File: src/rtl/quadrature_knob_decoder_defines.svh
// Assertion macros used by the knob decoder top level.
`ifndef QUADRATURE_KNOB_DECODER_DEFINES_SVH
`define QUADRATURE_KNOB_DECODER_DEFINES_SVH

// Same-cycle implication, disabled in reset.
`define QKD_ASSERT_NOW(label, clk, rst, ante, cons, msg) \
  label: assert property (@(posedge clk) disable iff (rst) (ante) |-> (cons)) else $error(msg);

// Next-cycle implication, disabled in reset.
`define QKD_ASSERT_NEXT(label, clk, rst, ante, cons, msg) \
  label: assert property (@(posedge clk) disable iff (rst) (ante) |=> (cons)) else $error(msg);

`endif

File: src/rtl/qkd_pkg.sv
// Types and constants for the quadrature knob decoder.
package qkd_pkg;

  localparam int CHAN_W = 2;
  localparam int POS_W  = 8;
  localparam int CNT_W  = 8;

  localparam logic [CNT_W-1:0] SETTLE_RESET = 8'd2;
  // Bit 0 is A, bit 1 is B; both high is the idle detent.
  localparam logic [1:0] PINS_IDLE = 2'b11;

  localparam logic [1:0] STEP_NONE = 2'd0;
  localparam logic [1:0] STEP_CW   = 2'd1;
  localparam logic [1:0] STEP_ACW  = 2'd2;

  typedef enum logic [1:0] {
    DIR_STOP,
    DIR_CW,
    DIR_ACW,
    DIR_WAIT
  } dir_t;

  typedef struct packed {
    logic [CHAN_W-1:0] channel;
    logic              pin_a;
    logic              pin_b;
  } in_item_t;

  typedef struct packed {
    logic signed [POS_W-1:0] position;
    logic [1:0]              step_event;
    logic                    settling;
  } out_item_t;

  typedef struct packed {
    logic [1:0]       prev_pins;
    dir_t             dir;
    logic [POS_W-1:0] position;
  } chan_entry_t;

  localparam int ENTRY_W = $bits(chan_entry_t);

  localparam chan_entry_t ENTRY_RESET = '{prev_pins: PINS_IDLE, dir: DIR_STOP, position: '0};

endpackage

File: src/rtl/qkd_ram.sv
// Generic single-write, single-read RAM with registered read data.
module qkd_ram #(
  parameter int WIDTH = 12,
  parameter int DEPTH = 4
) (
  input  logic                                 clk,
  input  logic                                 we,
  input  logic [((DEPTH > 1) ? $clog2(DEPTH) : 1)-1:0] waddr,
  input  logic [WIDTH-1:0]                     wdata,
  input  logic                                 re,
  input  logic [((DEPTH > 1) ? $clog2(DEPTH) : 1)-1:0] raddr,
  output logic [WIDTH-1:0]                     rdata
);

  logic [WIDTH-1:0] mem [DEPTH];

  always_ff @(posedge clk) begin
    if (we) begin
      mem[waddr] <= wdata;
    end
    if (re) begin
      rdata <= mem[raddr];
    end
  end

endmodule

File: src/rtl/qkd_step.sv
// Per-tick update: shared settle countdown and the direction machine of one channel.
module qkd_step (
  input  logic [qkd_pkg::CNT_W-1:0] cnt,
  input  logic [qkd_pkg::CNT_W-1:0] settle_ticks,
  input  logic [1:0]                pins,
  input  logic                      in_range,
  input  qkd_pkg::chan_entry_t      entry,
  output logic [qkd_pkg::CNT_W-1:0] cnt_next,
  output qkd_pkg::chan_entry_t      entry_next,
  output qkd_pkg::out_item_t        result
);
  import qkd_pkg::*;

  logic             a, b, a_old, b_old;
  logic             run;
  dir_t             dir_start, dir_next;
  logic [1:0]       ev;
  logic [POS_W-1:0] pos_next;

  assign a     = pins[0];
  assign b     = pins[1];
  assign a_old = entry.prev_pins[0];
  assign b_old = entry.prev_pins[1];
  assign run   = in_range && (cnt == CNT_W'(1));

  // Idle pins force the machine back to stop before it is evaluated.
  assign dir_start = (a && b) ? DIR_STOP : entry.dir;

  always_comb begin
    dir_next = dir_start;
    unique case (dir_start)
      DIR_STOP: begin
        if (!a && a_old && b) begin
          dir_next = DIR_CW;
        end else if (!b && b_old && a) begin
          dir_next = DIR_ACW;
        end
      end
      DIR_CW: begin
        if (a && !a_old && !b) dir_next = DIR_WAIT;
      end
      DIR_ACW: begin
        if (b && !b_old && !a) dir_next = DIR_WAIT;
      end
      DIR_WAIT: begin
        if (a && b) dir_next = DIR_STOP;
      end
      default: dir_next = DIR_STOP;
    endcase
  end

  always_comb begin
    ev       = STEP_NONE;
    pos_next = entry.position;
    unique case (dir_start)
      DIR_CW: begin
        if (a && !a_old && !b) begin
          ev       = STEP_CW;
          pos_next = entry.position + POS_W'(1);
        end
      end
      DIR_ACW: begin
        if (b && !b_old && !a) begin
          ev       = STEP_ACW;
          pos_next = entry.position - POS_W'(1);
        end
      end
      DIR_STOP, DIR_WAIT: begin
        ev = STEP_NONE;
      end
      default: ev = STEP_NONE;
    endcase
  end

  always_comb begin
    cnt_next   = cnt;
    entry_next = entry;
    if (in_range) begin
      if (cnt == '0) begin
        if (pins != entry.prev_pins) cnt_next = settle_ticks;
      end else if (cnt > CNT_W'(1)) begin
        cnt_next = cnt - CNT_W'(1);
      end else begin
        cnt_next   = '0;
        entry_next = '{prev_pins: pins, dir: dir_next, position: pos_next};
      end
    end
  end

  always_comb begin
    result.position   = in_range ? signed'(entry_next.position) : '0;
    result.step_event = run ? ev : STEP_NONE;
    result.settling   = (cnt_next != '0);
  end

endmodule

File: src/rtl/quadrature_knob_decoder.sv
// Top level of the debounced multi-channel quadrature knob decoder.
//
// Channel  Direction  Handshake              Payload
// in       input      in_valid / in_ready    in_data   (channel, pin_a, pin_b)
// out      output     out_valid / out_ready  out_data  (position, step_event, settling)
// cfg      input      cfg_valid / cfg_ready  cfg_data  (settle_ticks)
//
// One transaction per cycle while out_ready is high; stage 1 holds the item, out_data its result.
// Per-channel state sits in one RAM read at acceptance and written back as the item leaves;
// a write to the entry being read is forwarded, and the shared settle counter is a register.
// Reset clears the per-channel valid bits at once, so an entry never written reads as idle.
// A stalled output holds the result register; the input stalls only when both stages are full.
`include "quadrature_knob_decoder_defines.svh"

module quadrature_knob_decoder #(
  parameter int CHANNELS = 4
) (
  input  logic               clk,
  input  logic               rst,
  input  logic               in_valid,
  output logic               in_ready,
  input  qkd_pkg::in_item_t  in_data,
  output logic               out_valid,
  input  logic               out_ready,
  output qkd_pkg::out_item_t out_data,
  input  logic               cfg_valid,
  output logic               cfg_ready,
  input  logic [7:0]         cfg_data
);
  import qkd_pkg::*;

  localparam int IDX_W = (CHANNELS > 1) ? $clog2(CHANNELS) : 1;
  localparam int EXT_W = IDX_W + CHAN_W;

  logic [CNT_W-1:0] settle_ticks;
  logic [CNT_W-1:0] settle_cnt;
  logic [CNT_W-1:0] settle_cnt_next;

  logic             in_fire, s1_fire;
  logic [EXT_W-1:0] ch_ext;
  logic [IDX_W-1:0] idx;
  logic             in_range;

  logic             s1_valid;
  logic [IDX_W-1:0] s1_idx;
  logic [1:0]       s1_pins;
  logic             s1_in_range;
  logic             s1_ok;
  logic             fwd_hit;
  chan_entry_t      fwd_data;

  logic [CHANNELS-1:0] entry_ok;
  logic                wr_en;
  logic [ENTRY_W-1:0]  ram_rdata;
  chan_entry_t         cur_entry;
  chan_entry_t         entry_next;
  out_item_t           result;

  assign ch_ext   = {{IDX_W{1'b0}}, in_data.channel};
  assign idx      = ch_ext[IDX_W-1:0];
  assign in_range = ch_ext < EXT_W'(CHANNELS);

  assign s1_fire  = s1_valid && (!out_valid || out_ready);
  assign in_ready = !s1_valid || s1_fire;
  assign in_fire  = in_valid && in_ready;
  assign wr_en    = s1_fire && s1_in_range;
  assign cfg_ready = 1'b1;

  qkd_ram #(
    .WIDTH(ENTRY_W),
    .DEPTH(CHANNELS)
  ) u_ram (
    .clk  (clk),
    .we   (wr_en),
    .waddr(s1_idx),
    .wdata(entry_next),
    .re   (in_fire),
    .raddr(idx),
    .rdata(ram_rdata)
  );

  always_comb begin
    if (fwd_hit) begin
      cur_entry = fwd_data;
    end else if (s1_ok) begin
      cur_entry = chan_entry_t'(ram_rdata);
    end else begin
      cur_entry = ENTRY_RESET;
    end
  end

  qkd_step u_step (
    .cnt         (settle_cnt),
    .settle_ticks(settle_ticks),
    .pins        (s1_pins),
    .in_range    (s1_in_range),
    .entry       (cur_entry),
    .cnt_next    (settle_cnt_next),
    .entry_next  (entry_next),
    .result      (result)
  );

  always_ff @(posedge clk) begin
    if (rst) begin
      settle_ticks <= SETTLE_RESET;
    end else if (cfg_valid && cfg_ready) begin
      settle_ticks <= cfg_data;
    end
  end

  always_ff @(posedge clk) begin
    if (rst) begin
      s1_valid   <= 1'b0;
      settle_cnt <= '0;
      entry_ok   <= '0;
      out_valid  <= 1'b0;
    end else begin
      if (in_fire) begin
        s1_valid <= 1'b1;
      end else if (s1_fire) begin
        s1_valid <= 1'b0;
      end
      if (s1_fire) begin
        settle_cnt <= settle_cnt_next;
        out_valid  <= 1'b1;
      end else if (out_ready) begin
        out_valid <= 1'b0;
      end
      if (wr_en) begin
        entry_ok[s1_idx] <= 1'b1;
      end
    end
  end

  // Capture the item and, if the entry is being written back this cycle, its new value.
  always_ff @(posedge clk) begin
    if (in_fire) begin
      s1_idx      <= idx;
      s1_pins     <= {in_data.pin_b, in_data.pin_a};
      s1_in_range <= in_range;
      s1_ok       <= in_range && entry_ok[idx];
      fwd_hit     <= wr_en && (s1_idx == idx);
      fwd_data    <= entry_next;
    end
    if (s1_fire) begin
      out_data <= result;
    end
  end

  `QKD_ASSERT_NOW(a_step_code, clk, rst, out_valid, out_data.step_event != 2'd3, "bad step code")

  `QKD_ASSERT_NOW(a_step_on_final, clk, rst, s1_fire && (result.step_event != STEP_NONE),
                  settle_cnt == CNT_W'(1), "step counted outside final settle tick")

  `QKD_ASSERT_NEXT(a_cnt_hold, clk, rst, !s1_fire, settle_cnt == $past(settle_cnt),
                   "settle counter moved without a transaction")

  `QKD_ASSERT_NEXT(a_accept_fills, clk, rst, in_fire, s1_valid, "accepted item lost")

  `QKD_ASSERT_NEXT(a_fire_shows, clk, rst, s1_fire, out_valid, "result not presented")

endmodule

File: config.mk
export PLATFORM = sky130hd
export DESIGN_NAME = quadrature_knob_decoder
export DESIGN_NICKNAME = d
export VERILOG_FILES = /design/src/rtl/qkd_pkg.sv /design/src/rtl/qkd_ram.sv /design/src/rtl/qkd_step.sv /design/src/rtl/quadrature_knob_decoder.sv
export VERILOG_INCLUDE_DIRS = /design/src /design/src/rtl
export SDC_FILE = /design/constraint.sdc
export NUM_CORES = 1
export LEC_CHECK = 0
export BUFFER_PORTS_ARGS = -buffer_cell sky130_fd_sc_hd__buf_2
export CAP_MARGIN = 5
export CORE_MARGIN = 5
export CORE_UTILIZATION = 30
export DETAILED_ROUTE_END_ITERATION = 8
export GPL_TIMING_DRIVEN = 1
export PLACE_DENSITY = 0.57
export SETUP_SLACK_MARGIN = 0.4
export SYNTH_ARGS = -nofsm -noshare
export SYNTH_HDL_FRONTEND = slang
export SYNTH_SLANG_ARGS = --single-unit
export TNS_END_PERCENT = 20
File: constraint.sdc
create_clock -name clk -period 3.4 [get_ports clk]
set_clock_uncertainty 0.15 [all_clocks]
set_input_delay 0.17 -clock clk [delete_from_list [all_inputs] [get_ports clk]]
set_output_delay 0.17 -clock clk [all_outputs]
set_load 0.03 [all_outputs]
# Yosys cells after proc, flatten, opt, wreduce, memory -nomap -nowiden
# Memories as Yosys holds them, arrays and structs flattened. A register that Yosys moved wholly into a read port is not among the register bits.
# Cells that the tools add are included.
# totals
ff_bits,52
ramBits,48
in_bits,17
out_inout_bits,14
memories,1
# mem_list
name,depth,word_bits,rd,rd_clocked_by_memory_dff,write_ports,line_no,source
u_ram.mem,4,12,1,1,1,qkd_ram.sv:15,logic [WIDTH-1:0] mem [DEPTH];
# classes
add_sub_neg,3
magnitude_cmp,5
eq_ne,6
n_mux,32
bitwise,1
n_reduce_logical,30
# op_table
cell,count
two-way mux 12 bit,5
two-way mux 8 bit,6
logical AND 1 bit,16
case mux 8 bit (2 select lines),1
subtractor 8 x 1 -> 8 bit (second input constant),2
two-way mux 2 bit,7
< comparator 2 x 3 -> 1 bit (second input constant),3
two-way mux 1 bit,9
adder 8 x 1 -> 8 bit (second input constant),1
== test 8 x 1 -> 1 bit (second input constant),1
> comparator 8 x 1 -> 1 bit (second input constant),1
zero test 8 bit,1
case mux 2 bit (4 select lines),1
nonzero test 8 bit,1
zero test 1 bit,6
case mux 2 bit (3 select lines),1
== test 2 bit (second input constant),2
bitwise OR 4 bit,1
nonzero test 2 bit,2
binary-select mux 1 bit (select 2 bit),1
demux 1 bit (select 2 bit),1
== test 2 x 1 -> 1 bit (second input constant),1
== test 2 bit,1
greater-or-equal comparator 2 x 1 -> 1 bit (second input constant),1
other kinds (4),5

# Depth between registers and ports, before layout
# Gate-level depths: netlist (run 1).
# depth
word_depth,10
mapped_depth,12
mapped_depth_nobuf,9

# Cells and area by module
# A second synthesis (run 1) with hierarchy kept.
# unflattened
hier_cells,438
hier_area_um2,5425.2
# by_module_without_submodules
mod,instances,cells_per_inst,area_each_um2
qkd_ram,1,78,2127.0
quadrature_knob_decoder,1,144,1953.1
qkd_step,1,216,1345.0

# Worst setup path before layout (run 1)
# OpenSTA, ideal clock, no wires.
# synth_timing
kind,register -> register
startpoint,register fwd_hit
endpoint,"register fwd_data[4] (netlist name), data pin"
setup_ns,0.143
arrival_time_ns,3.204
slack_ns,-0.097
stages_incl_launch_ff,12
period_less_slack_ns,3.497
cell_sequence,edfxtp_1 > clkbuf_1 > clkbuf_1 > clkbuf_1 > a22oi_1 > or2_2 > ha_1 > o21ai_0 > or4_4 > or4_1 > a21oi_1 > a221o_2
# synth_lines
item,line_no,source
"start, declared",quadrature_knob_decoder.sv:49,logic fwd_hit;
"start signal, assigned",quadrature_knob_decoder.sv:142,fwd_hit <= wr_en && (s1_idx == idx);
"end signal, assigned",quadrature_knob_decoder.sv:143,fwd_data <= entry_next;
"end, declared",quadrature_knob_decoder.sv:50,chan_entry_t fwd_data;

==> results of run 1 <==
[stage by stage]
stage                     hold WS, ns  power [W]
after floorplan                 0.119    0.00197
after global placement          0.215    0.00210
after detailed placement        0.205    0.00211
after CTS                      0.0373    0.00324
after global routing           0.0594    0.00338
final                          0.0548    0.00324
[state kept, by name, summed over array words and instances, names as in the netlist]
| signal | flops |
|---|---|
| entry_ok | 4 |
| fwd_data | 12 |
| fwd_hit | 1 |
| out_data | 11 |
| out_valid | 1 |
| s1_idx | 2 |
| s1_ok | 1 |
| s1_pins | 2 |
| s1_valid | 1 |
| settle_cnt | 8 |
| settle_ticks | 8 |
| u_ram.mem | 48 |
| u_ram.rdata | 12 |
[cell families after synthesis]
kind of cell             Yosys count  share of synthesized area (%)
AND/OR/NAND/NOR                  130                           12.9
flip-flops                       111                           60.2
adder cells (fa/ha/maj)           13                           3.14
other                              1                         0.0725
AO/OA/AOI/OAI                     85                           11.3
XOR/XNOR                           5                          0.846
buffers and inverters             32                           2.56
multiplexers                      30                           9.04
[metal layers]
metal | vias to the layer above | wire [um] | global-route usage, %
li1 | 1696 | - | -
met1 | 1744 | 5590 | 16.1
met2 | 65 | 5750 | 20.1
met3 | 8 | 470 | 2.43
met4 | 0 | 121 | 4.49
met5 | - | 0 | 0
[cell type report]
| class | instances | area share, % |
|---|---|---|
| clock buffers | 9 | 3.57 |
| clock inverters | 7 | 1.57 |
| inverters | 15 | 0.893 |
| multi-input cells | 264 | 32.3 |
| flip-flops and latches | 111 | 49.4 |
| well taps | 225 | 4.47 |
| repair buffers | 70 | 7.84 |
[timing repair]
item                                    in CTS  in global routing
buffers inserted                             1                 12
hold buffers                                12                  0
hold endpoints to repair                    12                  0
pin swaps                                    0                 10
resized for setup                            2                 23
endpoints found under the setup margin      30                 37
[report_power, final]
group          leakage [nW]  switching, W  internal [W]
sequential             1.02     0.0000470       0.00157
clock                 0.154      0.000520      0.000594
combinational          1.12      0.000297      0.000212
[synth_stat cells (2+ instances only)]
cell type	instances	share of area, %
o21a_1	3	0.44
a221oi_1	2	0.34
nor2b_1	6	0.73
o21ai_0	20	1.9
o211ai_1	2	0.29
nand4b_1	2	0.34
a22o_1	4	0.68
and2_1	4	0.48
nor4_2	2	0.48
nand3b_1	2	0.29
o32ai_1	2	0.34
nor2_1	40	2.9
nand3_1	10	0.97
o21ba_2	3	0.58
a211oi_1	7	1.0
mux4_2	13	5.7
edfxtp_1	89	52
a221o_1	3	0.58
nand4_1	4	0.48
mux2i_1	13	2.5
xor2_1	3	0.51
nor3b_1	3	0.44
o22ai_1	8	0.97
nand2b_1	3	0.36
and3_1	5	0.60
or2_2	3	0.36
nor4_1	4	0.48
a211o_1	2	0.34
inv_1	15	1.1
a21oi_1	14	1.4
xnor2_1	2	0.34
mux2_2	4	0.87
nor3_1	9	0.87
dfxtp_1	22	8.5
ha_1	13	3.1
nand2_1	25	1.8
or4_1	3	0.44
a22oi_1	5	0.73
clkbuf_1	14	1.0
o221ai_1	2	0.34
[final timing paths]
path	start	to	slack [ns]	depth (start not counted)
worst min-delay path	rst	settle_ticks[4]$_SDFFE_PP0P_	0.05	2
worst max-delay path	fwd_hit$_DFFE_PP_	u_ram.mem[0][4]$_DFFE_PP_	0.45	9
worst min register to register	entry_ok[0]$_SDFFE_PP0P_	entry_ok[0]$_SDFFE_PP0P_	0.32	2
worst max register to register	fwd_hit$_DFFE_PP_	u_ram.mem[0][4]$_DFFE_PP_	0.45	9
[placed cells by master (no fill, tap or decap), drive strengths merged, types with 3 or more instances in the layout]
| cell type | count |
|---|---|
| o22ai | 8 |
| nor3b | 3 |
| mux2i | 13 |
| nor2 | 40 |
| nor3 | 9 |
| buf | 58 |
| nand2b | 3 |
| and3 | 5 |
| inv | 18 |
| mux2 | 4 |
| or4 | 4 |
| a22oi | 5 |
| and2 | 4 |
| clkbuf | 9 |
| o21ba | 3 |
| o21a | 3 |
| edfxtp | 89 |
| dlygate4sd3 | 12 |
| o21ai | 20 |
| or2 | 3 |
| a22o | 4 |
| nand4 | 4 |
| nand2 | 25 |
| a211oi | 7 |
| dfxtp | 22 |
| mux4 | 13 |
| nor4 | 6 |
| xor2 | 3 |
| a21oi | 14 |
| nor2b | 6 |
| a221o | 4 |
| ha | 13 |
| nand3 | 10 |
[critical path, stage by stage, from the launching register on]
cell	delay (ns)
edfxtp_1	0.45
nor2b_4	0.16
a22oi_2	0.09
or2_4	0.29
ha_4	0.27
o21ai_2	0.06
or4_4	0.53
or4_4	0.50
a21oi_2	0.13
a221o_2	0.17
==> key figures, run 1 <==
Yosys
  • Post-synthesis cell type count: 57
  • Cell area after synthesis: 5170 sq um
  • Synth Flop Type: edfxtp_1
  • Mapped Cells: 407
  • Post-synth EDFFs: 89
  • Seq cells post-synth: 111
  • Post-synth ARST share: 0%
  • Synth warn: 0
  • Syn nets: 437
  • Seq/Total Area, Yosys: 60.2%
  • Mean Syn Cell Area: 12.7 sq um

Timing
  • Slew margin rel.: 49.1%
  • Final worst slack: 0.451 ns
  • Max Freq: 339 MHz
  • Final Max Slew Viols: 0
  • Final period utilization: 86.7%
  • Slew @ Worst Pin: 0.755 ns
  • Crit path time final: 2.95 ns
  • RSZ-0062 raised after global routing: true
  • Final Setup Violations: 0
  • Final Hold Viols: 0
  • Setup TNS Final: 0 ns

GRT
  • First-pass GRT wire length: 18900 um
  • Total grt overflow: 0
  • Vias in the first global route: 3500
  • Largest net degree at the start of global routing: 31
  • Initial antenna violation count: 0
  • GRT Util Overall: 12.3%

Final layout
  • FF+latch area: 3110 sq um
  • Design Area, Final: 6300 sq um
  • Multi-input logic area: 2040 sq um
  • Layout Utilization: 36.8%
  • Share of post-route cells with drive strength above 1: 26.7%
  • Synthesis-to-finish area growth: 21.8%
  • Nets: 501
  • Diode count: 0
  • Fin cells: 701
  • Fill cells: 1657

Clocking
  • Clk slew on worst S/H paths: 0.08 ns
  • CTS Buffer Depth: 2
  • H-tree depth: 3
  • Clk root buf: clkbuf_16
  • CTS tree: done
  • Sink Count: 111
  • Worst-Skew Late Latency: 0.36 ns
  • CTS Buf Count: 9

Placement
  • Placement Cell Area: 5680 sq um
  • Placed cells: 660
  • Final GP Congestion: 0.860
  • Post-DP HPWL: 8390 um
  • Pre-CTS WS: 0.107 ns
  • IO buf count: 29

Worst setup path
  • Crit end category: register
  • Arr. time, crit path: 3.01 ns
  • Setup crit start kind: register
  • Worst Path Required: 3.46 ns
  • Crit-path max FO: 6
  • Critical Setup Path Class: reg -> reg

Route
  • Antenna viol nets, final: 0
  • Post-route DRC: 0
  • Detailed-route wire length per cell: 17.0 um
  • Via count: 3513
  • Drt total wl: 11900 um
  • Via density: 5.01
  • First-pass DRT Iterations: 5
  • DRT iter0 DRCs: 152

Run status
  • Outcome: completed

Hold path
  • HP Class: in -> reg

Flow run
  • Max-cap violation count: 0

Floorplanning
  • Die span in x: 141 um
  • Initial core utilization: 30.2%
  • I/O pins: 31
  • Die boundary height: 141 um
  • Num rows: 48
  • Area of the core: 17100 sq um
  • Die Area: 20000 sq um

Power and ir drop
  • Leakage: 2.30 nW
  • VDD IR max: 306 uV
  • Pwr/cell area: 513 nW/um^2
Power figures use the tool's default switching activity.
==> inputs of run 2 (changes only) <==
--- a/config.mk
+++ b/config.mk
@@ -12,7 +12,7 @@
 export CORE_UTILIZATION = 30
 export DETAILED_ROUTE_END_ITERATION = 8
 export GPL_TIMING_DRIVEN = 1
-export PLACE_DENSITY = 0.57
+export PLACE_DENSITY = 0.55
 export SETUP_SLACK_MARGIN = 0.4
 export SYNTH_ARGS = -nofsm -noshare
 export SYNTH_HDL_FRONTEND = slang
==> constraint.sdc (replaced) <==
create_clock -name clk -period 3.6 [get_ports clk]
set_clock_uncertainty 0.15 [all_clocks]
set_input_delay 0.18 -clock clk [delete_from_list [all_inputs] [get_ports clk]]
set_output_delay 0.18 -clock clk [all_outputs]
set_load 0.03 [all_outputs]
==> key figures, run 2 (same netlist as run 1, synthesis figures left out) <==
Route
  • Drt total wl: 11500 um (was 11900 um)
  • Antenna viol nets, final: 0 (unchanged)
  • Uppermost layer routed: met4 (unchanged)
  • WL met3: 415 um (was 470 um)
  • Via density: 5.02 (was 5.01)
  • WL met2: 5440 um (was 5750 um)
  • Via count: 3449 (was 3513)
  • First-pass DRT Iterations: 4 (was 5)
  • DRT iter0 DRCs: 287 (was 152)
  • Detailed-route wire length per cell: 16.7 um (was 17.0 um)
  • Met1 wire length: 5410 um (was 5590 um)
  • Post-route DRC: 0 (unchanged)

Final layout
  • Nets: 487 (was 501)
  • Layout Utilization: 35.9% (was 36.8%)
  • Fin cells: 687 (was 701)
  • Largest register FFs: 48 (unchanged)
  • Diode count: 0 (unchanged)
  • FF+latch area: 3110 sq um (unchanged)
  • Share of post-route cells with drive strength above 1: 21.9% (was 26.7%)
  • Multi-input logic area: 2000 sq um (was 2040 sq um)
  • Biggest regs: u_ram.mem x48, fwd_data x12, u_ram.rdata x12 (unchanged)
  • Most frequent cells in the layout: 89 x edfxtp_1, 39 x nor2_1, 29 x buf_2 (unchanged)
  • Synthesis-to-finish area growth: 18.7% (was 21.8%)
  • Register with the most flip-flops: u_ram.mem (unchanged)
  • Fill cells: 1660 (was 1657)
  • Commonest non-fill, non-tap cell in the layout: edfxtp_1 (unchanged)

Timing
  • Final Setup Violations: 0 (unchanged)
  • Final Max Slew Viols: 0 (unchanged)
  • Max Freq: 329 MHz (was 339 MHz)
  • Slew margin rel.: 44.5% (was 49.1%)
  • RSZ-0062 raised after global routing: false (was true)
  • Hold_ws: 0.0791 ns (was 0.0548 ns)
  • Setup TNS Final: 0 ns (unchanged)
  • Crit path time final: 3.04 ns (was 2.95 ns)
  • Final period utilization: 84.4% (was 86.7%)
  • Slew @ Worst Pin: 0.832 ns (was 0.755 ns)
  • Final Hold Viols: 0 (unchanged)

Floorplanning
  • I/O pins: 31 (unchanged)
  • Initial core utilization: 30.2% (unchanged)
  • Area of the core: 17100 sq um (unchanged)
  • Die boundary height: 141 um (unchanged)
  • Num rows: 48 (unchanged)
  • Die Area: 20000 sq um (unchanged)
  • Die span in x: 141 um (unchanged)

Power and ir drop
  • Leakage: 2.21 nW (was 2.30 nW)
  • VDD IR max: 201 uV (was 306 uV)
  • Pwr/cell area: 490 nW/um^2 (was 513 nW/um^2)

GRT
  • Initial antenna violation count: 0 (unchanged)
  • Total grt overflow: 0 (unchanged)
  • Vias in the first global route: 3416 (was 3500)
  • First-pass GRT wire length: 18400 um (was 18900 um)
  • GRT Util Overall: 11.9% (was 12.3%)
  • Largest net degree at the start of global routing: 31 (unchanged)

Placement
  • Final GP Congestion: 0.899 (was 0.860)
  • IO buf count: 29 (unchanged)
  • Post-DP HPWL: 8050 um (was 8390 um)
  • Placed cells: 656 (was 660)

Worst setup path
  • Critical Setup Path Class: reg -> reg (unchanged)
  • CP cell instances: nor2b_4 -> a22oi_2 -> or2_4 -> ha_4 -> o21ai_0 -> or4_4 -> or4_1 -> a21oi_2 -> a221o_2 (was nor2b_4 -> a22oi_2 -> or2_4 -> ha_4 -> o21ai_2 -> or4_4 -> or4_4 -> a21oi_2 -> a221o_2)
  • Crit end category: register (unchanged)
  • Worst reg2reg path depth: 9 (unchanged)
  • CP peak stage delay: 0.55 ns (was 0.53 ns)
  • R2r setup slk: 0.56 ns (was 0.45 ns)
  • Setup crit end: u_ram.mem[1][4]$_DFFE_PP_ (was u_ram.mem[0][4]$_DFFE_PP_)
  • R2R Path Start: fwd_hit$_DFFE_PP_ (unchanged)
  • R2R Path End: u_ram.mem[1][4]$_DFFE_PP_ (was u_ram.mem[0][4]$_DFFE_PP_)
  • CP Launch Point: fwd_hit$_DFFE_PP_ (unchanged)
  • Crit-path max FO: 6 (unchanged)
  • Slowest cell on the critical path: or4_1 (was or4_4)
  • Setup crit start kind: register (unchanged)
  • Worst Path Required: 3.65 ns (was 3.46 ns)
  • Arr. time, crit path: 3.09 ns (was 3.01 ns)

Clocking
  • H-tree depth: 3 (unchanged)
  • Clk slew on worst S/H paths: 0.08 ns (about the same)
  • Clk root buf: clkbuf_16 (unchanged)
  • CTS tree: done (unchanged)
  • CTS Buf Count: 9 (unchanged)
  • Sink Count: 111 (unchanged)
  • CTS Buffer Depth: 2 (unchanged)
  • Worst-Skew Late Latency: 0.35 ns (was 0.36 ns)

Flow run
  • Max-cap violation count: 0 (unchanged)

Run status
  • Outcome: completed (unchanged)

Hold path
  • HP Class: in -> reg (unchanged)
## run 2: changes by cell type in the layout (fill, tap and decap cells not counted), sizes merged
cell and change:
buf -14
## run 2: power breakdown
group | total, W | internal [W] | switching (W)
Sequential | 0.00152 | 0.00148 | 0.0000447
Clock | 0.00103 | 0.000557 | 0.000476
Combinational | 0.000452 | 0.000181 | 0.000270
Total | 0.00301 | 0.00222 | 0.000791
## run 2: metrics by stage
step                      total power (W)  instance area, sq um  setup WS [ns]
after floorplan                   0.00186                  5200          0.435
after global placement            0.00198                  5630          0.381
after detailed placement          0.00198                  5630          0.205
after CTS                         0.00304                  6100          0.427
after global routing              0.00314                  6140          0.407
final                             0.00301                  6140          0.562
## run 2: final cells by class
type | count | area share [%]
Clock buffer | 9 | 3.67
Clock inverter | 7 | 1.49
Inverter | 15 | 0.917
Multi-Input combinational cell | 264 | 32.5
Sequential cell | 111 | 50.7
Tap cell | 225 | 4.58
Timing Repair Buffer | 56 | 6.15
## run 2: repair_timing
action	4_1_cts	5_1_grt
endpoints found under the hold margin	12	0
setup endpoints to repair	12	36
hold buffers	12	0
resized for setup	2	10
buffers inserted	3	0
## run 2: worst min path at each step
stage / slack (ns) / end / cells after the start / from
after floorplan: 0.13 / settle_ticks[1]$_SDFFE_PP1P_ / 1 / rst
after global placement: 0.23 / s1_pins[1]$_DFFE_PP_ / 1 / in_data[0]
after detailed placement: 0.23 / s1_pins[1]$_DFFE_PP_ / 1 / in_data[0]
after CTS: 0.07 / settle_ticks[1]$_SDFFE_PP1P_ / 2 / cfg_valid
after global routing: 0.1 / settle_ticks[0]$_SDFFE_PP0P_ / 2 / rst
final: 0.08 / s1_valid$_SDFFE_PP0P_ / 2 / rst
## run 2: routing by layer
metal / vias to the layer above / track usage [%]
met5: - / 0
met4: 0 / 5.15
met3: 15 / 2.16
met2: 67 / 19.3
met1: 1695 / 15.8
li1: 1672 / -
## run 2: worst max-delay path: cells and delay by family (launching register included)
family                     cells  cell delay [ns]
and+or+nand+nor                4             1.46
AOI/OAI and AO/OA              4             0.52
DFF                            1             0.48
adders and majority gates      1             0.27
==> inputs of run 3 (changes only) <==
--- a/config.mk
+++ b/config.mk
@@ -12,7 +12,7 @@
 export CORE_UTILIZATION = 30
 export DETAILED_ROUTE_END_ITERATION = 8
 export GPL_TIMING_DRIVEN = 1
-export PLACE_DENSITY = 0.55
+export PLACE_DENSITY = 0.57
 export SETUP_SLACK_MARGIN = 0.4
 export SYNTH_ARGS = -nofsm -noshare
 export SYNTH_HDL_FRONTEND = slang
==> constraint.sdc (replaced) <==
create_clock -name clk -period 2.4 [get_ports clk]
set_clock_uncertainty 0.15 [all_clocks]
set_input_delay 0.12 -clock clk [delete_from_list [all_inputs] [get_ports clk]]
set_output_delay 0.12 -clock clk [all_outputs]
set_load 0.03 [all_outputs]
==> key figures, run 3 (same netlist as run 1, synthesis figures left out) <==
Clocking
  • H-tree depth: 3 (unchanged)
  • Sink Count: 111 (unchanged)
  • Clk slew on worst S/H paths: 0.08 ns (about the same)
  • CTS Buffer Depth: 2 (unchanged)
  • CTS Buf Count: 9 (unchanged)
  • Worst-Skew Late Latency: 0.36 ns (was 0.35 ns)
  • CTS tree: done (unchanged)
  • Clk root buf: clkbuf_16 (unchanged)

Worst setup path
  • Slowest cell on the critical path: edfxtp_1 (was or4_1)
  • R2r setup slk: -0.41 ns (was 0.56 ns)
  • Cell mode on critical path: or4_4
  • Bufs and invs on worst path: 0 (unchanged)
  • CP cell instances: nor2b_4 -> a22oi_2 -> or2_4 -> ha_4 -> o21ai_2 -> or4_4 -> or4_4 -> a21oi_2 -> a221o_2 (was nor2b_4 -> a22oi_2 -> or2_4 -> ha_4 -> o21ai_0 -> or4_4 -> or4_1 -> a21oi_2 -> a221o_2)
  • Worst Path Required: 2.45 ns (was 3.65 ns)
  • Arr. time, crit path: 2.86 ns (was 3.09 ns)
  • Crit-path leading delay family: simple AND/OR/NAND/NOR gates (unchanged)
  • Crit end category: register (unchanged)
  • Critical Setup Path Class: reg -> reg (unchanged)
  • CP peak stage delay: 0.47 ns (was 0.55 ns)
  • Crit-path max FO: 6 (unchanged)
  • R2R Path Start: fwd_hit$_DFFE_PP_ (unchanged)
  • Setup crit start kind: register (unchanged)
  • Worst reg2reg path depth: 9 (unchanged)
  • R2R Path End: u_ram.mem[2][4]$_DFFE_PP_ (was u_ram.mem[1][4]$_DFFE_PP_)

Placement
  • Post-DP HPWL: 8730 um (was 8050 um)
  • Final GP Congestion: 0.926 (was 0.899)
  • Placement Cell Area: 6140 sq um (was 5630 sq um)
  • IO buf count: 29 (unchanged)
  • Pre-CTS WS: -0.553 ns (was 0.205 ns)

Hold path
  • Worst Hold Path Cells: 2 (unchanged)
  • HP Class: in -> reg (unchanged)
  • WHS Endpoint: settle_ticks[2]$_SDFFE_PP0P_ (was s1_valid$_SDFFE_PP0P_)
  • Critical hold path startpoint: rst (unchanged)

Floorplanning
  • Num rows: 48 (unchanged)
  • Die boundary height: 141 um (unchanged)
  • Die Area: 20000 sq um (unchanged)
  • Die span in x: 141 um (unchanged)
  • Initial core utilization: 30.2% (unchanged)
  • Area of the core: 17100 sq um (unchanged)
  • I/O pins: 31 (unchanged)

Final layout
  • Design Area, Final: 6850 sq um (was 6140 sq um)
  • Biggest regs: u_ram.mem x48, fwd_data x12, u_ram.rdata x12 (unchanged)
  • Diode count: 0 (unchanged)
  • Largest register FFs: 48 (unchanged)
  • Commonest non-fill, non-tap cell in the layout: edfxtp_1 (unchanged)
  • Nets: 551 (was 487)
  • Fill cells: 1600 (was 1660)
  • Multi-input logic area: 2200 sq um (was 2000 sq um)
  • FF+latch area: 3110 sq um (unchanged)
  • Share of post-route cells with drive strength above 1: 37.1% (was 21.9%)
  • Most frequent cells in the layout: 89 x edfxtp_1, 75 x buf_4, 38 x nor2_1 (was 89 x edfxtp_1, 39 x nor2_1, 29 x buf_2)
  • Synthesis-to-finish area growth: 32.3% (was 18.7%)
  • Register with the most flip-flops: u_ram.mem (unchanged)

Route
  • Drt total wl: 12000 um (was 11500 um)
  • Post-route DRC: 0 (unchanged)
  • Detailed-route wire length per cell: 16.0 um (was 16.7 um)
  • DRT iter0 DRCs: 156 (was 287)
  • Via count: 3681 (was 3449)
  • Antenna viol nets, final: 0 (unchanged)
  • First-pass DRT Iterations: 4 (unchanged)
  • Via density: 4.90 (was 5.02)

Run status
  • Outcome: complete, but fails checks (was completed)
  • Failing checks: negative setup slack

GRT
  • GRT Util Overall: 12.5% (was 11.9%)
  • Initial antenna violation count: 0 (unchanged)
  • Total grt overflow: 0 (unchanged)
  • Largest net degree at the start of global routing: 31 (unchanged)
  • Vias in the first global route: 3734 (was 3416)
  • First-pass GRT wire length: 19600 um (was 18400 um)

Power and ir drop
  • Pwr/cell area: 690 nW/um^2 (was 490 nW/um^2)
  • Leakage: 2.58 nW (was 2.21 nW)
  • Power Total: 0.00472 W (was 0.00301 W)
  • VDD IR max: 437 uV (was 201 uV)

Timing
  • Final Setup Violations: 59 (was 0)
  • Slew @ Worst Pin: 0.555 ns (was 0.832 ns)
  • Max Freq: 355 MHz (was 329 MHz)
  • RSZ-0062 raised after global routing: true (was false)
  • Hold_ws: 0.0162 ns (was 0.0791 ns)
  • Final period utilization: 117% (was 84.4%)
  • Final worst slack: -0.414 ns (was 0.562 ns)
  • Final Max Slew Viols: 0 (unchanged)
  • Final Hold Viols: 0 (unchanged)
  • Crit path time final: 2.81 ns (was 3.04 ns)
  • Slew margin rel.: 63.0% (was 44.5%)

Flow run
  • Max-cap violation count: 0 (unchanged)
run 3: stage by stage:
stage / utilization, % / cells / setup TNS (ns)
after CTS: 39.2 / 750 / -18.62
after floorplan: - / 407 / -19.18
after global routing: 40.0 / 751 / -24.25
final: 40.0 / 751 / -15.94
after detailed placement: 35.9 / 719 / -24.31
after global placement: 35.9 / 719 / -19.27
run 3: final cells by class:
type                            count  share of cell area, %
Multi-Input combinational cell    264                   32.2
Inverter                           15                  0.877
Timing Repair Buffer              120                   12.8
Clock buffer                        9                   3.29
Clock inverter                      7                   1.26
Sequential cell                   111                   45.5
Tap cell                          225                   4.11
run 3: worst max-delay path by stage:
| stage | startpoint | end | slack, ns | cells past startpoint |
|---|---|---|---|---|
| 6_report | fwd_hit$_DFFE_PP_ | u_ram.mem[2][4]$_DFFE_PP_ | -0.41 | 9 |
| 5_1_grt | fwd_hit$_DFFE_PP_ | u_ram.mem[2][4]$_DFFE_PP_ | -0.53 | 9 |
| 4_1_cts | fwd_hit$_DFFE_PP_ | u_ram.mem[1][4]$_DFFE_PP_ | -0.44 | 9 |
| 3_5_place_dp | fwd_hit$_DFFE_PP_ | u_ram.mem[0][4]$_DFFE_PP_ | -0.55 | 9 |
| 3_3_place_gp | fwd_hit$_DFFE_PP_ | out_data[6]$_DFFE_PP_ | -0.44 | 9 |
| 2_1_floorplan | fwd_hit$_DFFE_PP_ | fwd_data[4]$_DFFE_PP_ | -0.53 | 11 |
run 3: repair_timing:
item | CTS | global route
setup buffers | 3 | 1
endpoints found under the hold margin | 12 | 0
endpoints found under the setup margin | 79 | 80
hold buffers | 12 | 0
pin swaps | 10 | 8
resized for setup | 27 | 25
run 3: layer usage:
metal,vias up,global-route usage [%],part of all wire [%]
met5,-,0,0
met4,0,4.44,1.6
met3,16,2.36,2.7
met2,43,21.0,49
met1,1821,16.2,46
li1,1801,-,-
run 3: report_power, final:
| part | switching [W] | internal, W |
|---|---|---|
| registers | 0.0000505 | 0.00222 |
| clock network | 0.000765 | 0.000748 |
| logic | 0.000500 | 0.000442 |
| total | 0.00132 | 0.00341 |
